File: src/hw/rtl/sme_pkg.sv
// Package: constants, types and helpers of the matrix engine
`timescale 1ns / 1ps
package sme_pkg;
    localparam int MAX_DIM   = 8;
    localparam int FRAC_BITS = 16;
    localparam int IDX_W     = $clog2(MAX_DIM);
    localparam int DIM_W     = $clog2(MAX_DIM + 1);
    localparam int ADDR_W    = $clog2(MAX_DIM * MAX_DIM);
    localparam int DEPTH     = MAX_DIM * MAX_DIM;
    localparam int ACC_W     = 64 + $clog2(MAX_DIM) + 1;

    localparam logic [2:0] OP_LOAD_A = 3'd0;
    localparam logic [2:0] OP_LOAD_B = 3'd1;
    localparam logic [2:0] OP_MUL    = 3'd2;
    localparam logic [2:0] OP_ADD    = 3'd3;
    localparam logic [2:0] OP_SUB    = 3'd4;
    localparam logic [2:0] OP_NEG    = 3'd5;
    localparam logic [2:0] OP_SCALE  = 3'd6;

    localparam logic [1:0] CFG_A_ROWS = 2'd0;
    localparam logic [1:0] CFG_A_COLS = 2'd1;
    localparam logic [1:0] CFG_B_COLS = 2'd2;

    typedef logic [DIM_W-1:0] t_dim;
    typedef logic signed [ACC_W-1:0] t_acc;

    typedef struct packed {
        logic       data_vld;
        logic       clr;
        logic [2:0] op;
    } t_alu_ctl;

    function automatic t_dim clamp_dim(input logic [3:0] v);
        t_dim r;
        if (v == 4'd0) r = t_dim'(1);
        else if (int'(v) > MAX_DIM) r = t_dim'(MAX_DIM);
        else r = t_dim'(v);
        return r;
    endfunction
endpackage

File: src/hw/rtl/sme_alu.sv
// Shared multiply/add unit with wide accumulator and saturating finish
`timescale 1ns / 1ps
module sme_alu (
    input  logic                i_clk,
    input  logic                i_rst_n,
    input  sme_pkg::t_alu_ctl   i_ctl,
    input  logic signed [31:0]  i_a,
    input  logic signed [31:0]  i_b,
    input  logic signed [31:0]  i_val,
    output logic signed [31:0]  o_result,
    output logic                o_overflow
);
    import sme_pkg::*;

    t_acc r_term;
    logic r_term_vld;
    t_acc r_acc;
    t_acc n_term;
    t_acc shifted;
    logic signed [31:0] mul_b;
    logic signed [63:0] prod;

    assign mul_b = (i_ctl.op == OP_SCALE) ? i_val : i_b;
    assign prod  = i_a * mul_b;

    always_comb begin
        case (i_ctl.op)
            OP_ADD:  n_term = t_acc'(i_a) + t_acc'(i_b);
            OP_SUB:  n_term = t_acc'(i_a) - t_acc'(i_b);
            OP_NEG:  n_term = -t_acc'(i_a);
            default: n_term = t_acc'(prod);
        endcase
    end

    always_ff @(posedge i_clk) begin
        if (!i_rst_n) begin
            r_term_vld <= 1'b0;
        end else begin
            r_term_vld <= i_ctl.data_vld;
        end
        if (i_ctl.data_vld) r_term <= n_term;
        if (i_ctl.clr) r_acc <= '0;
        else if (r_term_vld) r_acc <= r_acc + r_term;
    end

    assign shifted = (i_ctl.op == OP_MUL || i_ctl.op == OP_SCALE) ? (r_acc >>> FRAC_BITS) : r_acc;

    always_comb begin
        if (shifted > t_acc'(32'sh7fffffff)) begin
            o_result   = 32'sh7fffffff;
            o_overflow = 1'b1;
        end else if (shifted < -t_acc'(33'sh080000000)) begin
            o_result   = 32'sh80000000;
            o_overflow = 1'b1;
        end else begin
            o_result   = shifted[31:0];
            o_overflow = 1'b0;
        end
    end
endmodule

File: config.mk
export PLATFORM = sky130hd
export DESIGN_NAME = sme_alu
export DESIGN_NICKNAME = d
export VERILOG_FILES = /design/src/hw/rtl/sme_pkg.sv /design/src/hw/rtl/sme_alu.sv
export SDC_FILE = /design/constraint.sdc
export NUM_CORES = 2
export LEC_CHECK = 0
export BUFFER_PORTS_ARGS = -buffer_cell sky130_fd_sc_hd__buf_4
export CORE_ASPECT_RATIO = 0.6
export CORE_UTILIZATION = 25
export DETAILED_ROUTE_END_ITERATION = 6
export PLACE_DENSITY_LB_ADDON = 0.3
export SLEW_MARGIN = 20
export SYNTH_ARGS = -nofsm -noshare
export SYNTH_HDL_FRONTEND = slang
export SYNTH_SLANG_ARGS = --single-unit
File: constraint.sdc
create_clock -name i_clk -period 12.7 [get_ports i_clk]
set_input_delay 0.635 -clock i_clk [delete_from_list [all_inputs] [get_ports i_clk]]
set_output_delay 0.635 -clock i_clk [all_outputs]
set_load 0.1 [all_outputs]
==> out/results.ini <==
[yosys]
gate_count_after_technology_mapping = 5658
synth_seq_cells = 137
yosysSeqAreaShare = 0.0677
synth_async_sr_flop_share = 0
net_count_after_synthesis = 7164
synth_enable_flop_cells = 68
synth_largest_area_cell = fa_1
synth_largest_type_area_fraction = 0.430
post_synth.cell_area_avg_um2 = 8.93
yosysUniqueCellTypes = 92
synth_area_um2 = 50500
ys_top_cells_by_area = fa_1 43%, ha_1 7.9%, inv_1 7.5%
synth-warning-count = 0
synth_top_flop_cell = dfxtp_1

[sta]
finalSetupViolCount = 0
timing.max_slew.rel_slack = 0.132
period_share = 0.786
max_slew.worst_pin.slew_ns = 1.29
clock_skew_ns = 0.0228
maxClockFrequency_ghz = 0.100
hold_violations = 0
grt_setup_unrepaired = false
final-max-slew-violation-count = 0
final.hold.worst_slack_ns = 0.347
final.min_clock_period_ns = 9.98
fin_setup_tns_ns = 0

[grt]
grt_max_degree = 75
groute.usage.overall = 0.178
grt_antenna_before_repair = 7
grt_overflow = 0
grt_pass1_wl_um = 275000
first_global_vias = 41700

[routing]
detailedRoute.firstPassIterationCount = 6
route.detailed.vias_per_inst = 4.85
detail_route.wl_per_cell_um = 21.8
drc = 0
maxUsedRoutingLayer = met4
met3_wirelength_um = 15500
detail-route-antenna-nets = 0
drc_marker_count_from_the_first_detailed_route_iteration = 3601
vias = 40000
routed_wirelength_um = 180000
met2RoutedLength_um = 71200
wirelength_met1_um = 91500

[clock_tree]
clock-sinks = 137
cts.reportedPaths.clkPinSlew_ns = 0.06
root_buffer = clkbuf_16
postCtsSetupRepairBufs = 0
post_cts.resized_instances = 0
tritoncts = built
max-clock-path-buffers = 3
clock_latency_ns = 0.52
tritoncts.num_buffers = 25
cts-hold-fix-buffers = 0
cts_max_level = 4

[floorplanning]
design.portCount = 136
core_region_area_um2 = 200000
rows = 127
floorplan.die_area_um2 = 204000
die-width_um = 582
effective_utilization_at_floorplan = 0.252
fp.dieH_um = 350

[job]
timing.max_cap.violations = 0

[status]
outcome = completed

[placed_design]
dpl_cell_area_um2 = 54100
place_congestion = 0.923
portBuffers = 135
detail_placement_hpwl_um = 144000

[worst_setup_path]
critical_path.startpoint_type = input pin
crit_slowest_cell = mux2i_4
slowest_stage_delay_cp_ns = 0.86
path_common_cell = fa_1
crit_family = adder cells
critical_path_arrival_ns = 10.19
critPathCaptureType = flip-flop
setup.worst_path.class = in2reg
worstPathRequired_ns = 12.92
critical_path_peak_fanout = 33
critPathBufInv = 6

[cells_and_area]
num-nets-final = 7035
layout_common_cells = 1085 x fa_1, 1015 x inv_1, 647 x nand2_1
drive_above_1_share = 0.0537
most_common_library_cell_in_the_layout_ignoring_fill_and_taps = fa_1
finalInstanceArea_um2 = 54900
synth_to_final_area_change_pct = 8.62

[hold_path]
holdCritPathClass = in2reg

layer usage:
| layer | global-route usage | vias to the layer above |
|---|---|---|
| li1 | - | 17500 |
| met1 | 0.288 | 20800 |
| met2 | 0.249 | 1635 |
| met3 | 0.0324 | 113 |
| met4 | 0.0177 | 0 |
| met5 | 0 | - |
layout make-up:
type | instances | area [um^2]
inverter | 1016 | 3810
antenna | 7 | 17.5
fill | 21600 | 145000
sequential | 137 | 3430
clock inverter | 2 | 60.1
timing repair buffer | 176 | 1330
multi-input combinational | 4173 | 42200
tap | 2709 | 3390
clock buffer | 31 | 678
cells by family after synthesis:
group / synth area share
AND/OR/NAND/NOR: 0.165
adder cells (fa/ha/maj): 0.508
buffers and inverters: 0.101
AO/OA/AOI/OAI: 0.106
XOR/XNOR: 0.0269
flip-flops: 0.0677
multiplexers: 0.0248
Yosys cell counts, drive strengths merged (10+ instances only):
cell    count
a211o      11
a211oi     24
a21o       95
a21oi     220
a221o      19
a221oi     12
a31oi      26
and2      271
and3       21
buf        28
clkbuf    304
dfxtp      69
edfxtp     68
fa       1085
ha        318
inv      1016
mux2       26
mux2i      96
nand2     650
nand2b     51
nand3      44
nand4      40
nor2      229
nor2b     240
nor3       40
nor4       23
o211ai     22
o21a       18
o21ai     177
o21bai     42
o221ai     27
o22ai      14
or2        14
or3        19
or4        10
xnor2     103
xor2       52
worst reg2reg max path, cell delays in order, from the launching register on:
cell	delay, ns
dfxtp_1	0.51
ha_1	0.34
nand2_1	0.10
or4b_2	0.62
o21ai_2	0.27
o211ai_1	0.28
a21oi_1	0.82
o21ai_2	0.35
o311ai_2	0.50
a21oi_1	0.16
nor4_1	0.30
a211o_1	0.14
sequential cells by signal, summed over array words and instances, names as in the netlist:
signal,cells
r_acc,68
r_term,68
r_term_vld,1
worst paths after layout:
path / start / to / slack (ns) / depth (start not counted)
worst max-delay path: i_ctl[0] / r_term[62] / 2.72 / 29
worst min-delay path: i_rst_n / r_term_vld / 0.35 / 2
worst max register to register: r_acc[7] / r_acc[62] / 8.28 / 11
worst min register to register: r_acc[1] / r_acc[1] / 0.51 / 2
through the flow:
step,utilization,instances,setup WS (ns)
final,0.274,8251,2.72
after global routing,0.274,8244,2.32
after CTS,0.274,8243,2.80
after detailed placement,0.270,8210,2.30
after global placement,0.270,8210,2.40
after floorplan,-,5658,3.02
Power is left out: the tool's default activity adds up to more than one toggle a clock period on the data nets, which glitch-free logic cannot reach.
